$ cat config.mk
export PLATFORM = sky130hd
export DESIGN_NAME = lsp_ctrl
export DESIGN_NICKNAME = d
export VERILOG_FILES = /design/src/lsp_pkg.sv /design/src/lsp_ctrl.sv
export SDC_FILE = /design/constraint.sdc
export NUM_CORES = 1
export LEC_CHECK = 0
export ABC_AREA = 1
export BUFFER_PORTS_ARGS = -buffer_cell sky130_fd_sc_hd__buf_2
export CAP_MARGIN = 20
export CORE_AREA = 2 2 39 41
export DETAILED_ROUTE_END_ITERATION = 7
export DIE_AREA = 0 0 41 43
export PLACE_DENSITY = 0.42
export SKIP_LAST_GASP = 1
export SLEW_MARGIN = 20
export SYNTH_ARGS = -nofsm -noshare
export SYNTH_HDL_FRONTEND = slang
export SYNTH_SLANG_ARGS = --single-unit
$ cat constraint.sdc
create_clock -name clk -period 1.4 [get_ports clk]
set_input_delay 0.14 -clock clk [delete_from_list [all_inputs] [get_ports clk]]
set_output_delay 0.14 -clock clk [all_outputs]
set_load 0.03 [all_outputs]
$ cat src/lsp_pkg.sv
// ----------------------------------------------------------------------------
// lsp_pkg: shared types and constants for the line-of-sight path cost block
// Grid geometry, field widths, command codes, controller states and the
// command and status bundles between the controller and the datapath.
// ----------------------------------------------------------------------------
package lsp_pkg;

  // Grid geometry. The grid is row-major, with a power-of-two width.
  localparam int COLS_LOG2  = 6;
  localparam int ROWS_LOG2  = 6;
  localparam int IDX_W      = COLS_LOG2 + ROWS_LOG2;
  localparam int GRID_CELLS = 1 << IDX_W;
  localparam int AXIS_W     = (COLS_LOG2 > ROWS_LOG2) ? COLS_LOG2 : ROWS_LOG2;
  // The decision value stays within plus or minus twice the major span.
  localparam int D_W        = AXIS_W + 3;

  // Field widths on the ports.
  localparam int CELL_FIELD_W = 12;
  localparam int COST_W       = 8;
  localparam int SUM_W        = 16;
  localparam int IN_DATA_W    = 2 * CELL_FIELD_W + COST_W;
  localparam int OUT_DATA_W   = SUM_W;

  localparam logic [COST_W-1:0] BLOCKED_COST = 8'd255;

  // Command codes carried on in_tuser.
  localparam logic CMD_WRITE = 1'b0;
  localparam logic CMD_QUERY = 1'b1;

  typedef enum logic [1:0] {
    ST_IDLE,
    ST_SETUP,
    ST_WALK,
    ST_DONE
  } lsp_state_t;

  // Controller to datapath.
  typedef struct packed {
    logic write_cell;
    logic load_query;
    logic setup;
    logic walk;
    logic load_out;
  } lsp_cmd_t;

  // Datapath to controller.
  typedef struct packed {
    logic walk_done;
    logic out_free;
  } lsp_sts_t;

  // Drops index bits above the grid size.
  function automatic logic [IDX_W-1:0] grid_index(
    input logic [CELL_FIELD_W-1:0] cell_field
  );
    grid_index = IDX_W'(cell_field);
  endfunction

endpackage

$ cat src/lsp_ctrl.sv
// ----------------------------------------------------------------------------
// lsp_ctrl: command sequencer for the line-of-sight path cost block
// Accepts write and query beats, steps a query through setup and the walk,
// and hands the result to the output register once it is free.
// ----------------------------------------------------------------------------
module lsp_ctrl (
  input  logic              clk,
  input  logic              rst_n,
  input  logic              in_tvalid,
  input  logic              in_cmd,
  output logic              in_tready,
  input  lsp_pkg::lsp_sts_t sts,
  output lsp_pkg::lsp_cmd_t cmd
);

  lsp_pkg::lsp_state_t state_r, state_nxt;
  logic                accept;

  assign accept = in_tvalid && in_tready;

  // State register.
  always_ff @(posedge clk) begin
    if (!rst_n) begin
      state_r <= lsp_pkg::ST_IDLE;
    end else begin
      state_r <= state_nxt;
    end
  end

  // Next state.
  always_comb begin
    state_nxt = state_r;
    unique case (state_r)
      lsp_pkg::ST_IDLE: begin
        if (accept && in_cmd == lsp_pkg::CMD_QUERY) begin
          state_nxt = lsp_pkg::ST_SETUP;
        end
      end
      lsp_pkg::ST_SETUP: begin
        state_nxt = lsp_pkg::ST_WALK;
      end
      lsp_pkg::ST_WALK: begin
        if (sts.walk_done) begin
          state_nxt = lsp_pkg::ST_DONE;
        end
      end
      lsp_pkg::ST_DONE: begin
        if (sts.out_free) begin
          state_nxt = lsp_pkg::ST_IDLE;
        end
      end
      default: begin
        state_nxt = lsp_pkg::ST_IDLE;
      end
    endcase
  end

  // Outputs.
  always_comb begin
    in_tready = 1'b0;
    cmd       = '0;
    unique case (state_r)
      lsp_pkg::ST_IDLE: begin
        in_tready      = 1'b1;
        cmd.write_cell = accept && in_cmd == lsp_pkg::CMD_WRITE;
        cmd.load_query = accept && in_cmd == lsp_pkg::CMD_QUERY;
      end
      lsp_pkg::ST_SETUP: begin
        cmd.setup = 1'b1;
      end
      lsp_pkg::ST_WALK: begin
        cmd.walk = 1'b1;
      end
      lsp_pkg::ST_DONE: begin
        cmd.load_out = sts.out_free;
      end
      default: begin
        in_tready = 1'b0;
      end
    endcase
  end

endmodule

==> results of run 1 <==
==> worst max-delay path: stages, from the launching register on <==
cell,delay [ps]
dfxtp_2,320
inv_1,120
ha_4,170
nand3_1,80
inv_1,60
clkbuf_4,170
==> cell families after synthesis <==
| family | Yosys count | share of synthesized area |
|---|---|---|
| AND/OR/NAND/NOR | 18 | 0.371 |
| flip-flops | 2 | 0.192 |
| AO/OA/AOI/OAI | 1 | 0.0539 |
| buffers and inverters | 8 | 0.144 |
| adder cells (fa/ha/maj) | 4 | 0.240 |
==> worst paths after layout <==
kind                                 from                       to  slack, ps  cells past startpoint
setup / recovery  state_r[0]$_SDFFE_PN0P_                   cmd[3]        100                      5
hold / removal                      rst_n  state_r[1]$_SDFFE_PN0P_        160                      3
setup reg to reg  state_r[0]$_SDFFE_PN0P_  state_r[1]$_SDFFE_PN0P_        270                      7
hold reg to reg   state_r[0]$_SDFFE_PN0P_  state_r[0]$_SDFFE_PN0P_        500                      2
==> cell usage after synthesis <==
cell type / n
a21boi_2: 1
ha_1: 4
inv_1: 8
nand2_1: 7
dfxtp_1: 2
nand3_1: 2
nand2_2: 2
nor2_2: 1
nor2_1: 6
==> metrics by stage <==
stage | area [um^2] | cells | hold slack, ps | util
floorplan | 211 | 33 | 261 | -
global placement | 287 | 60 | 385 | 0.207
detailed placement | 287 | 60 | 390 | 0.207
CTS | 312 | 63 | 150 | 0.225
global route | 329 | 63 | 167 | 0.238
finish | 329 | 63 | 157 | 0.238
==> routing by layer <==
layer	track usage	wire, um	up-vias
li1	-	-	125
met1	0.0863	213	89
met5	0	0	-
met2	0.0813	214	7
met3	0.0157	27	0
met4	0.0800	0	0
==> power by group through the flow <==
stage / Clock (mW) / Sequential, mW / Combinational [mW]
global route: 0.148 / 0.120 / 0.549
global placement: 0 / 0.109 / 0.459
finish: 0.127 / 0.115 / 0.488
CTS: 0.137 / 0.109 / 0.462
floorplan: 0 / 0.104 / 0.362
detailed placement: 0 / 0.110 / 0.452
==> cell type report <==
class	count	area, um^2
clock buffers	3	22.5
fillers	163	1050
inverters	8	30.0
multi-input cells	23	154
flip-flops and latches	2	42.5
well taps	16	20.0
repair buffers	11	60.1
==> flow_metrics.py, run 1 <==
metrics = {
    "routing": {
        "vias": 221,
        "wire_per_inst_um": 7.24,
        "ant_nets": 0,
        "drc": 0,
        "drt_iter0_markers": 0,
        "dr.pass1.iters": 1,
        "drt-total-wl_um": 456,
        "avgViaCountPerCell": 3.51,
    },
    "clock_network": {
        "htreeDepth": 1,
        "clkTransAtPathRegs_ps": 30,
        "cts-buffers-inserted": 3,
        "cts_tree": "yes",
        "cts_root_buffer": "clkbuf_4",
        "hold_buffers": 0,
        "clk_path_buf_depth": 2,
        "cts_sinks": 2,
        "cts_setup_buffers": 0,
        "post_cts_resized": 1,
        "clock_latency_ps": 220,
    },
    "layout": {
        "drive_gt1_frac": 0.468,
        "area_delta_synth_final_pct": 57.5,
        "largest_reg_flops": 2,
        "n_antenna_cell": 0,
        "final_common_cell": "buf_2",
        "largestRegisters": "state_r: 2 flops",
        "regMostFlops": "state_r",
        "final_cell_mix": "9 x buf_2, 8 x inv_1, 7 x nand2_1",
        "fin_nets": 59,
    },
    "pwr": {
        "p_clk_frac": 0.174,
        "irDropWorstVdd_mv": 0.656,
        "p_sw_uw": 360,
        "seqPwrFrac": 0.158,
        "p_leak_nw": 0.197,
        "power_frac_comb": 0.668,
        "intPower_uw": 370,
        "swShare": 0.493,
        "p_per_area_mw_per_mm2": 2220,
        "power.total_uw": 731,
    },
    "sta": {
        "finalSetupTns_ps": 0,
        "hold_viol": 0,
        "setup_ws_ps": 103,
        "post-route-period-util": 0.926,
        "max_slew_margin": 0.896,
        "fmaxAchievable_mhz": 771,
        "finalCriticalPeriod_ps": 1300,
        "drv_slew": 0,
        "final-setup-viol-count": 0,
        "rsz0062_at_grt": "false",
        "fin_skew_ps": 0.449,
        "max_slew.worst_pin.slew_ps": 157,
    },
    "floorplan": {
        "design.core.area_mm2": 0.00138,
        "fp.dieH_um": 43,
        "ios": 12,
        "die_area_mm2": 0.00176,
        "num_rows": 14,
        "start_util": 0.151,
        "dieWidth_um": 41,
    },
    "worst_setup_path": {
        "cp_data_arrival_time_ps": 1160,
        "end_kind": "output port",
        "worstSetupPathType": "reg -> out",
        "cp-start-kind": "register",
        "required_ps": 1260,
        "crit_fanout": 6,
    },
    "global_routing": {
        "antenna_found_initial": 0,
        "grt_pass1_vias": 200,
        "grt_pass1_wl_um": 765,
        "grtUsageTotal": 0.0681,
        "grt_max_degree": 7,
        "grt_remaining_overflow": 0,
    },
    "yosys": {
        "syn_area_um2": 209,
        "synth_top_area_frac": 0.240,
        "yosysWarningCount": 0,
        "synth_top_cell_by_area": "ha_1",
        "syn_avg_cell_area_um2": 6.33,
        "yosysUniqueCellTypes": 9,
        "synthesis.nets": 43,
        "syn-instance-count": 33,
        "ys_ff_latch": 2,
        "synthTopCellsByArea": "ha_1 24%, dfxtp_1 19%, inv_1 14%",
        "yosysSeqAreaShare": 0.192,
    },
    "run": {
        "maxCapViolCount": 0,
    },
    "status": {
        "status": "completed",
    },
    "placed_design": {
        "hpwlAfterDp_um": 364,
        "place_ws_ps": 203,
        "port_buffers": 11,
        "gp_congestion": 0.606,
    },
    "worst_hold_path": {
        "hp-class": "in -> reg",
    },
}
Power figures use the tool's default switching activity.
==> inputs of run 2 (changes only) <==
--- a/config.mk
+++ b/config.mk
@@ -5,13 +5,13 @@
 export SDC_FILE = /design/constraint.sdc
 export NUM_CORES = 1
 export LEC_CHECK = 0
-export ABC_AREA = 1
 export BUFFER_PORTS_ARGS = -buffer_cell sky130_fd_sc_hd__buf_2
 export CAP_MARGIN = 20
 export CORE_AREA = 2 2 39 41
 export DETAILED_ROUTE_END_ITERATION = 7
 export DIE_AREA = 0 0 41 43
-export PLACE_DENSITY = 0.42
+export PLACE_DENSITY = 0.4
+export SKIP_CTS_REPAIR_TIMING = 1
 export SKIP_LAST_GASP = 1
 export SLEW_MARGIN = 20
 export SYNTH_ARGS = -nofsm -noshare
==> run 2 against run 1 <==
Effect of this change: maximum frequency is 0.88% lower; combinational power is 24% lower; clock skew is 4.4 ps higher; routed wire length is 8.6% lower; worst setup slack worse by 12 ps; clock-buffer cell count stayed put; clock power hardly changed; register-to-register slack worse by 140 ps; hold slack better by 41 ps; power is 17% lower; critical path depth is 1 lower; area after synthesis is 13% lower; critical path type unchanged; largest power group unchanged.
==> flow_metrics.py, run 2 <==
metrics = {
    "sta": {
        "max_slew_margin": 0.828,
        "finalCriticalPeriod_ps": 1310,
        "hold_viol": 0,
        "final-setup-viol-count": 0,
        "fin_skew_ps": 4.89,
        "fmaxAchievable_mhz": 764,
        "post-route-period-util": 0.935,
        "rsz0062_at_grt": "false",
        "max_slew.worst_pin.slew_ps": 258,
        "finalSetupTns_ps": 0,
        "drv_slew": 0,
    },
    "routing": {
        "ant_nets": 0,
        "wire_per_inst_um": 8.18,
        "drt_iter0_markers": 3,
        "avgViaCountPerCell": 3.65,
        "drc": 0,
        "dr.pass1.iters": 2,
        "detailroute.wirelength.met2_um": 165,
        "drt-total-wl_um": 417,
        "vias": 186,
        "wl_met1_um": 192,
        "met3WireLength_um": 60,
        "routed.top_layer": "met3",
    },
    "worst_setup_path": {
        "reg2reg_slack_ps": 130,
        "r2r_end": "state_r[1]$_SDFFE_PN0P_",
        "cpPeakStageDelay_ps": 340,
        "reg2reg_from": "state_r[0]$_SDFFE_PN0P_",
        "ff2ff_path_depth": 4,
        "critPathSlowestCell": "dfxtp_2",
        "cp-start-kind": "register",
        "crit_fanout": 5,
        "end_kind": "output port",
        "crit_chain": "inv_1, ha_4, and3_2, clkbuf_4",
        "startpoint": "state_r[1]$_SDFFE_PN0P_",
        "cp-endpoint": "cmd[3]",
        "worstSetupPathType": "reg -> out",
        "cp_data_arrival_time_ps": 1170,
        "required_ps": 1260,
    },
    "layout": {
        "final_common_cell": "buf_2",
        "largest_reg_flops": 2,
        "final_util": 0.216,
        "regMostFlops": "state_r",
        "fin_nets": 47,
        "drive_gt1_frac": 0.571,
        "largestRegisters": "state_r: 2 flops",
        "n_antenna_cell": 0,
        "fin_cells": 51,
        "area.sequential_um2": 42.5,
        "multi_input_area_um2": 145,
        "fill_cells": 149,
        "final_cell_mix": "10 x buf_2, 4 x nand2_1, 4 x clkbuf_4",
        "area_delta_synth_final_pct": 64.8,
    },
    "yosys": {
        "synthesis.nets": 31,
        "ys_top_cells_by_count": "4 x ha_1, 4 x nand2_1, 3 x inv_1",
        "synth_top_cell_by_area": "ha_1",
        "synthFlopType": "dfxtp_1",
        "async_flop_share": 0,
        "syn_avg_cell_area_um2": 8.64,
        "yosysSeqAreaShare": 0.221,
        "synthTopCellsByArea": "ha_1 28%, dfxtp_1 22%, a221oi_2 8.3%",
        "synth-edff-count": 0,
        "synth_top_area_frac": 0.276,
        "syn-instance-count": 21,
        "yosysUniqueCellTypes": 12,
        "ys_ff_latch": 2,
        "syn_area_um2": 181,
        "yosysWarningCount": 0,
    },
    "floorplan": {
        "fp.dieH_um": 43,
        "dieWidth_um": 41,
        "ios": 12,
        "design.core.area_mm2": 0.00138,
        "die_area_mm2": 0.00176,
        "start_util": 0.131,
        "num_rows": 14,
    },
    "global_routing": {
        "grtUsageTotal": 0.0581,
        "grt_remaining_overflow": 0,
        "grt_max_degree": 6,
        "grt_pass1_wl_um": 621,
        "antenna_found_initial": 0,
        "grt_pass1_vias": 172,
    },
    "worst_hold_path": {
        "hp-class": "in -> reg",
        "whs_path_depth": 3,
    },
    "clock_network": {
        "cts_tree": "yes",
        "clock_latency_ps": 220,
        "cts-buffers-inserted": 3,
        "cts_root_buffer": "clkbuf_4",
        "cts_sinks": 2,
        "htreeDepth": 1,
        "clk_path_buf_depth": 2,
        "clkTransAtPathRegs_ps": 30,
    },
    "run": {
        "maxCapViolCount": 0,
    },
    "placed_design": {
        "gp_congestion": 0.665,
        "hpwlAfterDp_um": 329,
        "post-place-cells": 48,
        "port_buffers": 11,
    },
    "pwr": {
        "p_per_area_mw_per_mm2": 2030,
        "irDropWorstVdd_mv": 0.583,
        "p_leak_nw": 0.153,
        "power.total_uw": 606,
    },
    "status": {
        "status": "completed",
    },
}
[run 2: how the worst min path moves through the flow]
| stage | startpoint | endpoint | slack [ps] |
|---|---|---|---|
| after floorplan | rst_n | state_r[1]$_SDFFE_PN0P_ | 290 |
| after global placement | rst_n | state_r[1]$_SDFFE_PN0P_ | 440 |
| after detailed placement | rst_n | state_r[1]$_SDFFE_PN0P_ | 440 |
| after CTS | rst_n | state_r[1]$_SDFFE_PN0P_ | 200 |
| after global routing | rst_n | state_r[1]$_SDFFE_PN0P_ | 220 |
| final | rst_n | state_r[1]$_SDFFE_PN0P_ | 200 |
[run 2: metal layers]
| metal | vias up | GRT usage |
|---|---|---|
| met3 | 0 | 0.0471 |
| met2 | 11 | 0.0719 |
| met1 | 76 | 0.0541 |
| met4 | 0 | 0.0600 |
| li1 | 99 | - |
| met5 | - | 0 |
[run 2: cells by family (layout without fill, tap and decap cells)]
| kind of cell | after synthesis | after routing | share of synthesized area |
|---|---|---|---|
| simple gates | 8 | 8 | 0.214 |
| fa+ha+maj | 4 | 4 | 0.276 |
| compound gates | 3 | 3 | 0.172 |
| buf+inv | 3 | 17 | 0.0621 |
| flops | 2 | 2 | 0.221 |
| mux | 1 | 1 | 0.0552 |
[run 2: power breakdown]
part	internal, mW	switching, mW	total [mW]
sequential	0.0850	0.0233	0.108
clock	0.0947	0.0332	0.128
combinational	0.148	0.222	0.370
[run 2: worst max-delay path, delay by kind of cell (launching register included)]
kind | cells | cell delay, ps
adders and majority gates | 1 | 180
buffers and inverters | 2 | 260
DFF | 1 | 340
and+or+nand+nor | 1 | 160
[run 2: per-stage QoR]
stage / hold slack, ps / setup slack, ps / cell area [um^2]
2_1_floorplan: 286 / 55.0 / 184
3_3_place_gp: 436 / 110 / 259
3_5_place_dp: 439 / 90.1 / 259
4_1_cts: 197 / -43.1 / 282
5_1_grt: 216 / 13.1 / 299
6_report: 199 / 91.7 / 299
[run 2: layout make-up]
| type | instances | area share |
|---|---|---|
| clock buffers | 3 | 0.0753 |
| inverters | 3 | 0.0377 |
| multi-input cells | 16 | 0.485 |
| flip-flops and latches | 2 | 0.142 |
| well taps | 16 | 0.0669 |
| repair buffers | 11 | 0.192 |
